File: config.mk
export PLATFORM = sky130hd
export DESIGN_NAME = stable_priority_queue_core
export DESIGN_NICKNAME = d
export VERILOG_FILES = /design/src/hw/rtl/spq_pkg.sv /design/src/hw/rtl/stable_priority_queue_core.sv
export SDC_FILE = /design/constraint.sdc
export NUM_CORES = 1
export LEC_CHECK = 0
export ABC_AREA = 1
export CAP_MARGIN = 20
export CORE_MARGIN = 2
export CORE_UTILIZATION = 35
export DETAILED_ROUTE_END_ITERATION = 16
export DONT_BUFFER_PORTS = 1
export PLACE_DENSITY = 0.56
export SETUP_SLACK_MARGIN = 0.2
export SLEW_MARGIN = 15
export SYNTH_ARGS = -nofsm -noshare
export SYNTH_HDL_FRONTEND = slang
export SYNTH_SLANG_ARGS = --single-unit
File: constraint.sdc
create_clock -name clk -period 5.65 [get_ports clk]
set_clock_uncertainty 0.15 [all_clocks]
set_input_delay 1.4125 -clock clk [delete_from_list [all_inputs] [get_ports clk]]
set_output_delay 1.4125 -clock clk [all_outputs]
set_load 0.05 [all_outputs]
File: src/hw/rtl/spq_pkg.sv
// Shared types and codes for the stable priority queue.
// No dependencies; used by stable_priority_queue_core.
`default_nettype none

package spq_pkg;

  localparam int DEPTH    = 16;
  localparam int PRIO_W   = 8;
  localparam int TAG_W    = 16;
  localparam int STATUS_W = 2;
  localparam int OCC_W    = $clog2(DEPTH + 1);

  // op field
  localparam logic OP_ENQ = 1'b0;
  localparam logic OP_DEQ = 1'b1;

  // status field
  localparam logic [STATUS_W-1:0] STATUS_OK    = 2'd0;
  localparam logic [STATUS_W-1:0] STATUS_EMPTY = 2'd1;
  localparam logic [STATUS_W-1:0] STATUS_FULL  = 2'd2;

  typedef struct packed {
    logic [PRIO_W-1:0] prio;
    logic [TAG_W-1:0]  tag;
  } entry_t;

endpackage : spq_pkg

`default_nettype wire

File: src/hw/rtl/stable_priority_queue_core.sv
// Stable priority queue: sorted circular buffer in one synchronous RAM; depends on spq_pkg.
// A refusal or an enqueue into an empty queue goes from S_IDLE to S_RESP; a dequeue via S_DEQ;
// any other enqueue via S_SCAN (then S_PLACE if all stored entries move), where each stored
// entry of lower priority moves back one slot per cycle through the single RAM read/write port
// pair. One beat in flight; the next beat is accepted in the cycle after its result is loaded.
// Reset (rst_n, synchronous) empties the queue; RAM contents are left as they are.
`default_nettype none

module stable_priority_queue_core (
  input  wire                             clk,
  input  wire                             rst_n,
  input  wire                             in_valid,
  output logic                            in_ready,
  input  wire                             in_op,
  input  wire  [spq_pkg::PRIO_W-1:0]      in_priority_req,
  input  wire  [spq_pkg::TAG_W-1:0]       in_payload_tag,
  output logic                            out_valid,
  input  wire                             out_ready,
  output logic [spq_pkg::STATUS_W-1:0]    out_status,
  output logic [spq_pkg::PRIO_W-1:0]      out_priority,
  output logic [spq_pkg::TAG_W-1:0]       out_tag,
  output logic [spq_pkg::OCC_W-1:0]       out_occupancy
);

  localparam int DEPTH = spq_pkg::DEPTH;
  localparam int AW    = (DEPTH > 1) ? $clog2(DEPTH) : 1;
  localparam int CW    = $clog2(DEPTH + 1);
  localparam int OccW  = spq_pkg::OCC_W;

  typedef enum logic [2:0] {
    S_IDLE,
    S_DEQ,
    S_SCAN,
    S_PLACE,
    S_RESP
  } state_t;

  function automatic logic [AW-1:0] ptr_inc(input logic [AW-1:0] a);
    ptr_inc = (a == AW'(DEPTH - 1)) ? '0 : a + 1'b1;
  endfunction

  function automatic logic [AW-1:0] ptr_dec(input logic [AW-1:0] a);
    ptr_dec = (a == '0) ? AW'(DEPTH - 1) : a - 1'b1;
  endfunction

  state_t                        state_r;
  logic [AW-1:0]                 head_r, tail_r, pos_r;
  logic [CW-1:0]                 count_r, left_r;
  spq_pkg::entry_t               new_r;
  spq_pkg::entry_t               rdata_r;
  logic [spq_pkg::STATUS_W-1:0]  res_status_r;
  spq_pkg::entry_t               res_entry_r;
  logic [OccW-1:0]               res_occ_r;
  logic                          out_valid_r;
  logic [spq_pkg::STATUS_W-1:0]  out_status_r;
  spq_pkg::entry_t               out_entry_r;
  logic [OccW-1:0]               out_occ_r;

  spq_pkg::entry_t               mem [DEPTH];

  logic                          in_fire;
  logic                          out_load;
  logic                          q_full, q_empty;
  spq_pkg::entry_t               in_entry;
  logic [AW-1:0]                 pos_dn;
  logic                          shift_up;
  logic                          mem_re, mem_we;
  logic [AW-1:0]                 mem_ra, mem_wa;
  spq_pkg::entry_t               mem_wd;

  assign in_ready = (state_r == S_IDLE);
  assign in_fire  = in_valid & in_ready;
  assign out_load = (state_r == S_RESP) && (!out_valid_r || out_ready);
  assign q_full   = (count_r == CW'(DEPTH));
  assign q_empty  = (count_r == '0);
  assign in_entry = '{prio: in_priority_req, tag: in_payload_tag};
  assign pos_dn   = ptr_dec(pos_r);
  // stored entry moves back only if strictly lower priority: keeps arrival order
  assign shift_up = (rdata_r.prio < new_r.prio);

  always_comb begin
    mem_re = 1'b0;
    mem_ra = '0;
    mem_we = 1'b0;
    mem_wa = '0;
    mem_wd = new_r;
    unique case (state_r)
      S_IDLE: begin
        if (in_fire) begin
          if (in_op == spq_pkg::OP_DEQ) begin
            mem_re = ~q_empty;
            mem_ra = head_r;
          end else if (!q_full) begin
            if (q_empty) begin
              mem_we = 1'b1;
              mem_wa = tail_r;
              mem_wd = in_entry;
            end else begin
              mem_re = 1'b1;
              mem_ra = ptr_dec(tail_r);
            end
          end
        end
      end
      S_SCAN: begin
        mem_we = 1'b1;
        mem_wa = pos_r;
        if (shift_up) begin
          mem_wd = rdata_r;
          mem_re = (left_r != CW'(1));
          mem_ra = ptr_dec(pos_dn);
        end
      end
      S_PLACE: begin
        mem_we = 1'b1;
        mem_wa = pos_r;
      end
      S_DEQ, S_RESP: begin
      end
      default: begin
      end
    endcase
  end

  always_ff @(posedge clk) begin
    if (mem_we) begin
      mem[mem_wa] <= mem_wd;
    end
    if (mem_re) begin
      rdata_r <= mem[mem_ra];
    end
  end

  always_ff @(posedge clk) begin
    if (!rst_n) begin
      state_r     <= S_IDLE;
      head_r      <= '0;
      tail_r      <= '0;
      count_r     <= '0;
      out_valid_r <= 1'b0;
    end else begin
      if (out_load) begin
        out_valid_r <= 1'b1;
      end else if (out_ready) begin
        out_valid_r <= 1'b0;
      end
      unique case (state_r)
        S_IDLE: begin
          if (in_fire) begin
            new_r       <= in_entry;
            res_entry_r <= '0;
            pos_r       <= tail_r;
            left_r      <= count_r;
            if (in_op == spq_pkg::OP_DEQ) begin
              res_occ_r <= OccW'(count_r);
              if (q_empty) begin
                res_status_r <= spq_pkg::STATUS_EMPTY;
                state_r      <= S_RESP;
              end else begin
                res_status_r <= spq_pkg::STATUS_OK;
                state_r      <= S_DEQ;
              end
            end else if (q_full) begin
              res_occ_r    <= OccW'(count_r);
              res_status_r <= spq_pkg::STATUS_FULL;
              state_r      <= S_RESP;
            end else if (q_empty) begin
              res_status_r <= spq_pkg::STATUS_OK;
              tail_r       <= ptr_inc(tail_r);
              count_r      <= count_r + 1'b1;
              res_occ_r    <= OccW'(count_r + 1'b1);
              state_r      <= S_RESP;
            end else begin
              res_status_r <= spq_pkg::STATUS_OK;
              res_occ_r    <= OccW'(count_r);
              state_r      <= S_SCAN;
            end
          end
        end
        S_DEQ: begin
          res_entry_r <= rdata_r;
          head_r      <= ptr_inc(head_r);
          count_r     <= count_r - 1'b1;
          res_occ_r   <= OccW'(count_r - 1'b1);
          state_r     <= S_RESP;
        end
        S_SCAN: begin
          if (shift_up) begin
            pos_r  <= pos_dn;
            left_r <= left_r - 1'b1;
            if (left_r == CW'(1)) begin
              state_r <= S_PLACE;
            end
          end else begin
            tail_r    <= ptr_inc(tail_r);
            count_r   <= count_r + 1'b1;
            res_occ_r <= OccW'(count_r + 1'b1);
            state_r   <= S_RESP;
          end
        end
        S_PLACE: begin
          tail_r    <= ptr_inc(tail_r);
          count_r   <= count_r + 1'b1;
          res_occ_r <= OccW'(count_r + 1'b1);
          state_r   <= S_RESP;
        end
        S_RESP: begin
          if (out_load) begin
            out_status_r <= res_status_r;
            out_entry_r  <= res_entry_r;
            out_occ_r    <= res_occ_r;
            state_r      <= S_IDLE;
          end
        end
        default: begin
          state_r <= S_IDLE;
        end
      endcase
    end
  end

  assign out_valid     = out_valid_r;
  assign out_status    = out_status_r;
  assign out_priority  = out_entry_r.prio;
  assign out_tag       = out_entry_r.tag;
  assign out_occupancy = out_occ_r;

endmodule : stable_priority_queue_core

`default_nettype wire
==> metrics, run 1 <==
clock sink total 520; worst hold slack 0.268 ns; endpoint required time on the critical path 5.86 ns; CP Class reg -> reg; initial core utilization 0.354; count of nets left with antenna violations after detail routing 0; top area cells in the synthesized netlist sky130_fd_sc_hd__edfxtp_1, sky130_fd_sc_hd__nand3_1, sky130_fd_sc_hd__inv_1; Sw Share 0.377; start point of the worst hold path res_occ_r[3]$_DFFE_PP_; Reg-to-Reg End rdata_r[19]$_DFFE_PP_; CP startpoint kind register; number of diodes added for antenna fixing 0; vias 15,000; MaxCap Viol Count 0; area share of the largest cell type after synthesis 0.660; HP Class reg -> reg; core area 0.0646 sq mm; cell area after synthesis 0.0229 sq mm; post-route insts no fill 2,970; worst path arrival time 3.95 ns; most frequent standard cell in the layout excluding fill and tap cells sky130_fd_sc_hd__edfxtp_1; GR Util All Layers 0.174; DRT iter0 DRCs 1,302; final period utilization 0.662; worst slack after detailed placement 1.48 ns; IO buf count 0; placer congestion estimate 0.815; total clock buffers created by CTS 51; transition time at the pin with the least slew margin 1.15 ns; sequential fraction of the synthesis area 0.675; clock power share 0.230; prevailing post-synth register cell sky130_fd_sc_hd__edfxtp_1; layout cells sized above 1 0.0846; via count of the first global-routing pass 14,500; share of synthesized flip-flops with an asynchronous set or reset 0; maximum operating frequency 268 MHz; total count of hold-check failures in the final report 0; setup slack after layout 1.91 ns; CTS H-tree lvls 2; setup repair after global routing missed its margin false; number of flops mapped to enable cells by yosys 503; cell type with the highest aggregate area in the netlist sky130_fd_sc_hd__edfxtp_1; Internal Pwr Total 8.90 mW; Post-route DRC 0; WL final 58.4 mm; pin count of the biggest net entering global routing 141; DP HPWL 34.3 mm; run status finished clean; Synth Instances 2,082; Rows 93; Worst slew margin 0.230; endpoint of the worst hold-timing path out_occupancy[3]$_DFFE_PP_; Synth Area per Inst 11.0 sq um; Clock transition at path regs 0.06 ns; Unique masters post-synth 41; combinational power share 0.351; number of detailed-routing iterations run before antenna repair 5; most frequent cells in the layout sky130_fd_sc_hd__edfxtp_1, sky130_fd_sc_hd__nand3_1, sky130_fd_sc_hd__inv_1; die height 260 microns; Setup-failing EPs final 0; mean routed wirelength per cell 19.7 microns; capturing element type of the critical path register; die area 0.0674 sq mm; setup_tns 0 ns; placed insts 2,880; post-synth net total 2,130; Seq pwr share 0.418; Worst R2R Start rdata_r[17]$_DFFE_PP_; number of cells upsized or downsized after cts 0; die span in x 260 microns; static power due to leakage 10.0 nW; Max FO, Critical Path 55; cells on worst reg2reg path 14; clock tree from TritonCTS built; global-route wire length before repair 89.5 mm; reg-to-reg setup timing slack 1.91 ns; Worst VDD drop 0.304 mV; net count reported at finish 2,126; number of buffers between clock root and the deepest sink 3; WHS Path Cells 0; Final min period 3.74 ns; register bit total from synthesis 520; Post-CTS Hold Buffers 0; switching power summed over all nets 5.39 mW; clock latency reported for the late side of the worst-skew pair 0.60 ns; pwr dens 556 mW/mm^2; count of synthesis-stage warnings from yosys 0; Synth-to-Final Area Change 12.3%; number of buffers added for setup after CTS 0; Overflow after GRT 0; max-slew violation total from the final report 0; Clk Tree Root Cell sky130_fd_sc_hd__clkbuf_16; via/cell ratio 5.05; number of antenna violations at the first check in global routing 0; total I/O pin count 62
[layer usage]
layer,routed length (microns),vias up,global-route usage
li1,-,7050,-
met1,24700,7353,0.230
met2,28800,491,0.298
met3,3360,96,0.0260
met4,1480,0,0.0496
met5,0,-,0
[worst max-delay path, stage by stage, from the launching register on]
cell and delay [ns]:
sky130_fd_sc_hd__edfxtp_1 0.41, sky130_fd_sc_hd__ha_1 0.30, sky130_fd_sc_hd__nand2_1 0.05, sky130_fd_sc_hd__nand2_1 0.07
sky130_fd_sc_hd__nand2_1 0.05, sky130_fd_sc_hd__nand2_1 0.14, sky130_fd_sc_hd__nand2_1 0.26, sky130_fd_sc_hd__nand4_4 0.20
sky130_fd_sc_hd__buf_4 0.49, sky130_fd_sc_hd__buf_4 0.64, sky130_fd_sc_hd__nand3_1 0.24, sky130_fd_sc_hd__nand3_1 0.15
sky130_fd_sc_hd__nand3_1 0.08, sky130_fd_sc_hd__nand3_1 0.11, sky130_fd_sc_hd__nand2_1 0.07
[final cells by class]
cell class              count  area, sq um
flip-flops and latches    520        15400
well taps                 855         1070
fillers                  6123        38900
multi-input cells        1085         5690
clock buffers              61         1340
repair buffers             55          508
inverters                 365         1370
clock inverters            29          254
[metrics by stage]
stage / power [mW] / area [sq um] / util
6_report: 14.3 / 25700 / 0.398
5_1_grt: 15.1 / 25700 / 0.398
4_1_cts: 14.3 / 25700 / 0.397
3_5_place_dp: 11.1 / 24100 / 0.373
3_3_place_gp: 10.9 / 23900 / 0.370
2_1_floorplan: 9.28 / 22900 / -
[worst max-delay path by stage]
stage          depth (start not counted)                         end  slack, ns                   from
3_3_place_gp                          11        rdata_r[3]$_DFFE_PP_       1.53                  in_op
6_report                              14       rdata_r[19]$_DFFE_PP_       1.91  rdata_r[17]$_DFFE_PP_
3_5_place_dp                          11        rdata_r[3]$_DFFE_PP_       1.48                  in_op
2_1_floorplan                          2  out_occupancy[0]$_DFFE_PP_       0.32                  rst_n
5_1_grt                               14       rdata_r[19]$_DFFE_PP_       1.76  rdata_r[17]$_DFFE_PP_
4_1_cts                               14       rdata_r[19]$_DFFE_PP_       1.94  rdata_r[17]$_DFFE_PP_
[power by group through the flow]
stage / logic, mW / registers, mW / clock network [mW]
floorplan: 3.28 / 6.00 / 0
global placement: 4.83 / 6.06 / 0
detailed placement: 4.99 / 6.06 / 0
CTS: 5.01 / 5.98 / 3.36
global route: 5.57 / 6.03 / 3.50
finish: 5.02 / 5.98 / 3.29
[cells in the mapped netlist (17+ instances only)]
library cell / count
sky130_fd_sc_hd__edfxtp_1: 503
sky130_fd_sc_hd__nand3_1: 445
sky130_fd_sc_hd__inv_1: 356
sky130_fd_sc_hd__nand2_1: 355
sky130_fd_sc_hd__buf_2: 75
sky130_fd_sc_hd__nand3b_1: 73
sky130_fd_sc_hd__nor2_1: 65
sky130_fd_sc_hd__a21oi_1: 25
sky130_fd_sc_hd__o21ai_0: 25
sky130_fd_sc_hd__o221ai_1: 24
sky130_fd_sc_hd__clkbuf_1: 19
sky130_fd_sc_hd__ha_1: 19
sky130_fd_sc_hd__dfxtp_1: 17
[logic make-up after synthesis]
family | count (synthesis) | synth area share
buffers and inverters | 477 | 0.0858
DFF | 520 | 0.675
xor gates and xnor gates | 7 | 0.00268
adders and majority gates | 19 | 0.0104
and+or+nand+nor | 967 | 0.200
AOI/OAI and AO/OA | 92 | 0.0259
[flip-flops by register name (all words and copies together) (netlist names), 3 cells and up]
name           cells
count_r            5
head_r             4
left_r             5
mem              384
new_r             24
out_occupancy      5
out_priority       8
out_tag           16
pos_r              4
rdata_r           24
res_entry_r       24
res_occ_r          5
state_r            3
tail_r             4
Power figures use the tool's default switching activity.
==> inputs of run 2 (changes only) <==
==> constraint.sdc (replaced) <==
create_clock -name clk -period 3.73 [get_ports clk]
set_clock_uncertainty 0.15 [all_clocks]
set_input_delay 0.9325 -clock clk [delete_from_list [all_inputs] [get_ports clk]]
set_output_delay 0.9325 -clock clk [all_outputs]
set_load 0.05 [all_outputs]
==> run 2 against run 1 <==
  * Total power grew 54%
  * Routed wire length shrank 3.8%
  * Highest routed layer unchanged
  * Non-clock buffer count grew 13
  * First-iteration DRC count shrank 4.7%
  * Count of clock-buffer cells in the layout grew 7
  * Sequential share of layout area shrank 0.31 points
  * Largest power group unchanged
  * Critical path depth shrank 4
  * Setup slack lost 1.4 ns
  * Die area is the same
  * Register-to-register slack lost 1.4 ns
  * Cell count grew 0.57%
  * Worst hold slack is essentially flat
==> metrics, run 2 (synthesis results as in run 1) <==
Worst R2R Start state_r[0]$_SDFFE_PN0P_; clock latency reported for the late side of the worst-skew pair 0.61 ns (about the same); setup_tns 0 ns (unchanged); Clock transition at path regs 0.06 ns (about the same); IO buf count 0 (unchanged); launch point of the worst path state_r[0]$_SDFFE_PN0P_; via/cell ratio 4.99 (-1.2%); DP HPWL 33.4 mm (-2.7%); clock power share 0.225 (-0.005); number of detailed-routing iterations run before antenna repair 7 (+2); Worst VDD drop 0.658 mV (+120%); MaxCap Viol Count 0 (unchanged); Max FO, Critical Path 24 (-56%); max-slew violation total from the final report 0 (unchanged); total power draw 22.0 mW (+54%); core area 0.0646 sq mm (unchanged); total count of hold-check failures in the final report 0 (unchanged); Post-CTS Hold Buffers 0 (unchanged); Worst slew margin 0.293 (+0.0627); Final min period 3.17 ns (-0.563 ns); max FFs per register 384 (unchanged); Internal Pwr Total 13.5 mW (+52%); setup repair after global routing missed its margin false; Clk Tree Root Cell sky130_fd_sc_hd__clkbuf_16; CP Class reg -> reg; Sw Share 0.384 (+0.00662); static power due to leakage 10.1 nW (+0.86%); number of buffers added for setup after CTS 0 (unchanged); worst path arrival time 3.28 ns (-0.67 ns); placed cell areas 0.0242 sq mm (+0.54%); Overflow after GRT 0 (unchanged); Setup-failing EPs final 0 (unchanged); GR Util All Layers 0.168 (-0.00576); cells on worst reg2reg path 10 (-4); switching power summed over all nets 8.42 mW (+56%); via count of the first global-routing pass 14,500 (+0.083%); DRT iter0 DRCs 1,241 (-4.7%); Post-route DRC 0 (unchanged); Synth-to-Final Area Change 12.8%; mean routed wirelength per cell 18.8 microns (-4.3%); placed insts 2,892 (+0.42%); layout cells sized above 1 0.0858 (+0.00120); clock tree from TritonCTS built; global-route wire length before repair 88.2 mm (-1.4%); die height 260 microns (unchanged); capturing element type of the critical path register; HP Class in -> reg; count of nets left with antenna violations after detail routing 0 (unchanged); reg-to-reg setup timing slack 0.56 ns (-1.36 ns); WL final 56.2 mm (-3.8%); WHS Path Cells 0 (unchanged); initial core utilization 0.354 (unchanged); pin count of the biggest net entering global routing 119 (-16%); final period utilization 0.851 (+0.190); pwr dens 851 mW/mm^2 (+53%); number of diodes added for antenna fixing 0 (unchanged); placer congestion estimate 0.821 (+0.75%); clock sink total 520 (unchanged); post-route insts no fill 2,987 (+0.57%); transition time at the pin with the least slew margin 1.06 ns (-0.0924 ns); number of antenna violations at the first check in global routing 0 (unchanged); number of buffers between clock root and the deepest sink 3 (unchanged); Seq pwr share 0.413 (-0.005); net count reported at finish 2,140 (+0.66%); Rows 93 (unchanged); CTS H-tree lvls 2 (unchanged); die area 0.0674 sq mm (unchanged); final non-filler cell area 0.0258 sq mm (+0.51%); Reg-to-Reg End mem[11][16]$_DFFE_PP_; vias 14,900 (-0.63%); most frequent cells in the layout sky130_fd_sc_hd__edfxtp_1, sky130_fd_sc_hd__nand3_1, sky130_fd_sc_hd__inv_1; total clock buffers created by CTS 52 (+2.0%); maximum operating frequency 315 MHz (+18%); most frequent standard cell in the layout excluding fill and tap cells sky130_fd_sc_hd__edfxtp_1; run status finished clean; crit path to mem[11][16]$_DFFE_PP_; Biggest register mem; die span in x 260 microns (unchanged); endpoint required time on the critical path 3.83 ns (-2.03 ns); combinational power share 0.362 (+0.011); total I/O pin count 62 (unchanged); CP startpoint kind register
[run 2: changes by cell type in the layout (fill, tap and decap cells not counted), moves of 2 or more]
cell,delta
sky130_fd_sc_hd__o221ai_1,+7
sky130_fd_sc_hd__buf_4,+7
sky130_fd_sc_hd__o221ai_2,-7
sky130_fd_sc_hd__clkbuf_16,+2
sky130_fd_sc_hd__buf_12,+6
sky130_fd_sc_hd__inv_16,+2
sky130_fd_sc_hd__clkbuf_1,+6
sky130_fd_sc_hd__bufinv_16,-2
[run 2: worst max-delay path, stage by stage (launching register included)]
cell	delay (ns)
sky130_fd_sc_hd__dfxtp_1	0.39
sky130_fd_sc_hd__nor2_1	0.16
sky130_fd_sc_hd__inv_2	0.10
sky130_fd_sc_hd__nor2_8	0.28
sky130_fd_sc_hd__nand2_2	0.18
sky130_fd_sc_hd__inv_2	0.17
sky130_fd_sc_hd__nand2_2	0.14
sky130_fd_sc_hd__o22ai_1	0.31
sky130_fd_sc_hd__nand2_1	0.32
sky130_fd_sc_hd__nor2_4	0.17
sky130_fd_sc_hd__buf_4	0.40
[run 2: layer usage]
| metal | global-route usage | wire (microns) |
|---|---|---|
| met5 | 0 | 0 |
| met4 | 0.0366 | 827 |
| met3 | 0.0302 | 3910 |
| met2 | 0.273 | 26000 |
| met1 | 0.236 | 25500 |
[run 2: layout make-up]
class / count / area, sq um
Fill cell: 6126 / 38800
Sequential cell: 520 / 15400
Multi-Input combinational cell: 1085 / 5660
Clock buffer: 68 / 1380
Inverter: 365 / 1380
Tap cell: 855 / 1070
Timing Repair Buffer: 68 / 678
Clock inverter: 26 / 200
[run 2: power by group through the flow]
stage                     Combinational, mW  Sequential [mW]  Clock, mW
after global placement                 7.79             9.16          0
after global routing                   8.80             9.16       5.26
after CTS                              7.93             9.07       5.05
after floorplan                        4.98             9.08          0
after detailed placement               7.90             9.19          0
final                                  7.95             9.07       4.94
[run 2: what timing repair did]
| action | 4_1_cts | 5_1_grt |
|---|---|---|
| endpoints found under the hold margin | 0 | 0 |
| setup endpoints to repair | 0 | 4 |
| resized for setup | 0 | 2 |
[run 2: how the worst min path moves through the flow]
stage,from,slack (ns),to
floorplan,res_occ_r[0]$_DFFE_PP_,0.25,out_occupancy[0]$_DFFE_PP_
global route,in_priority_req[7],0.24,new_r[23]$_DFFE_PP_
finish,in_payload_tag[10],0.27,new_r[10]$_DFFE_PP_
global placement,res_entry_r[10]$_SDFFCE_PN0P_,0.25,out_tag[10]$_DFFE_PP_
CTS,in_payload_tag[5],0.23,new_r[5]$_DFFE_PP_
detailed placement,res_entry_r[20]$_SDFFCE_PN0P_,0.26,out_priority[4]$_DFFE_PP_
[run 2: stage by stage]
| stage | util | worst slack (ns) | hold slack (ns) |
|---|---|---|---|
| final | 0.400 | 0.555 | 0.268 |
| after global routing | 0.400 | 0.333 | 0.235 |
| after CTS | 0.399 | 0.368 | 0.234 |
| after detailed placement | 0.375 | 0.401 | 0.256 |
| after global placement | 0.375 | 0.436 | 0.251 |
| after floorplan | - | 0.368 | 0.250 |
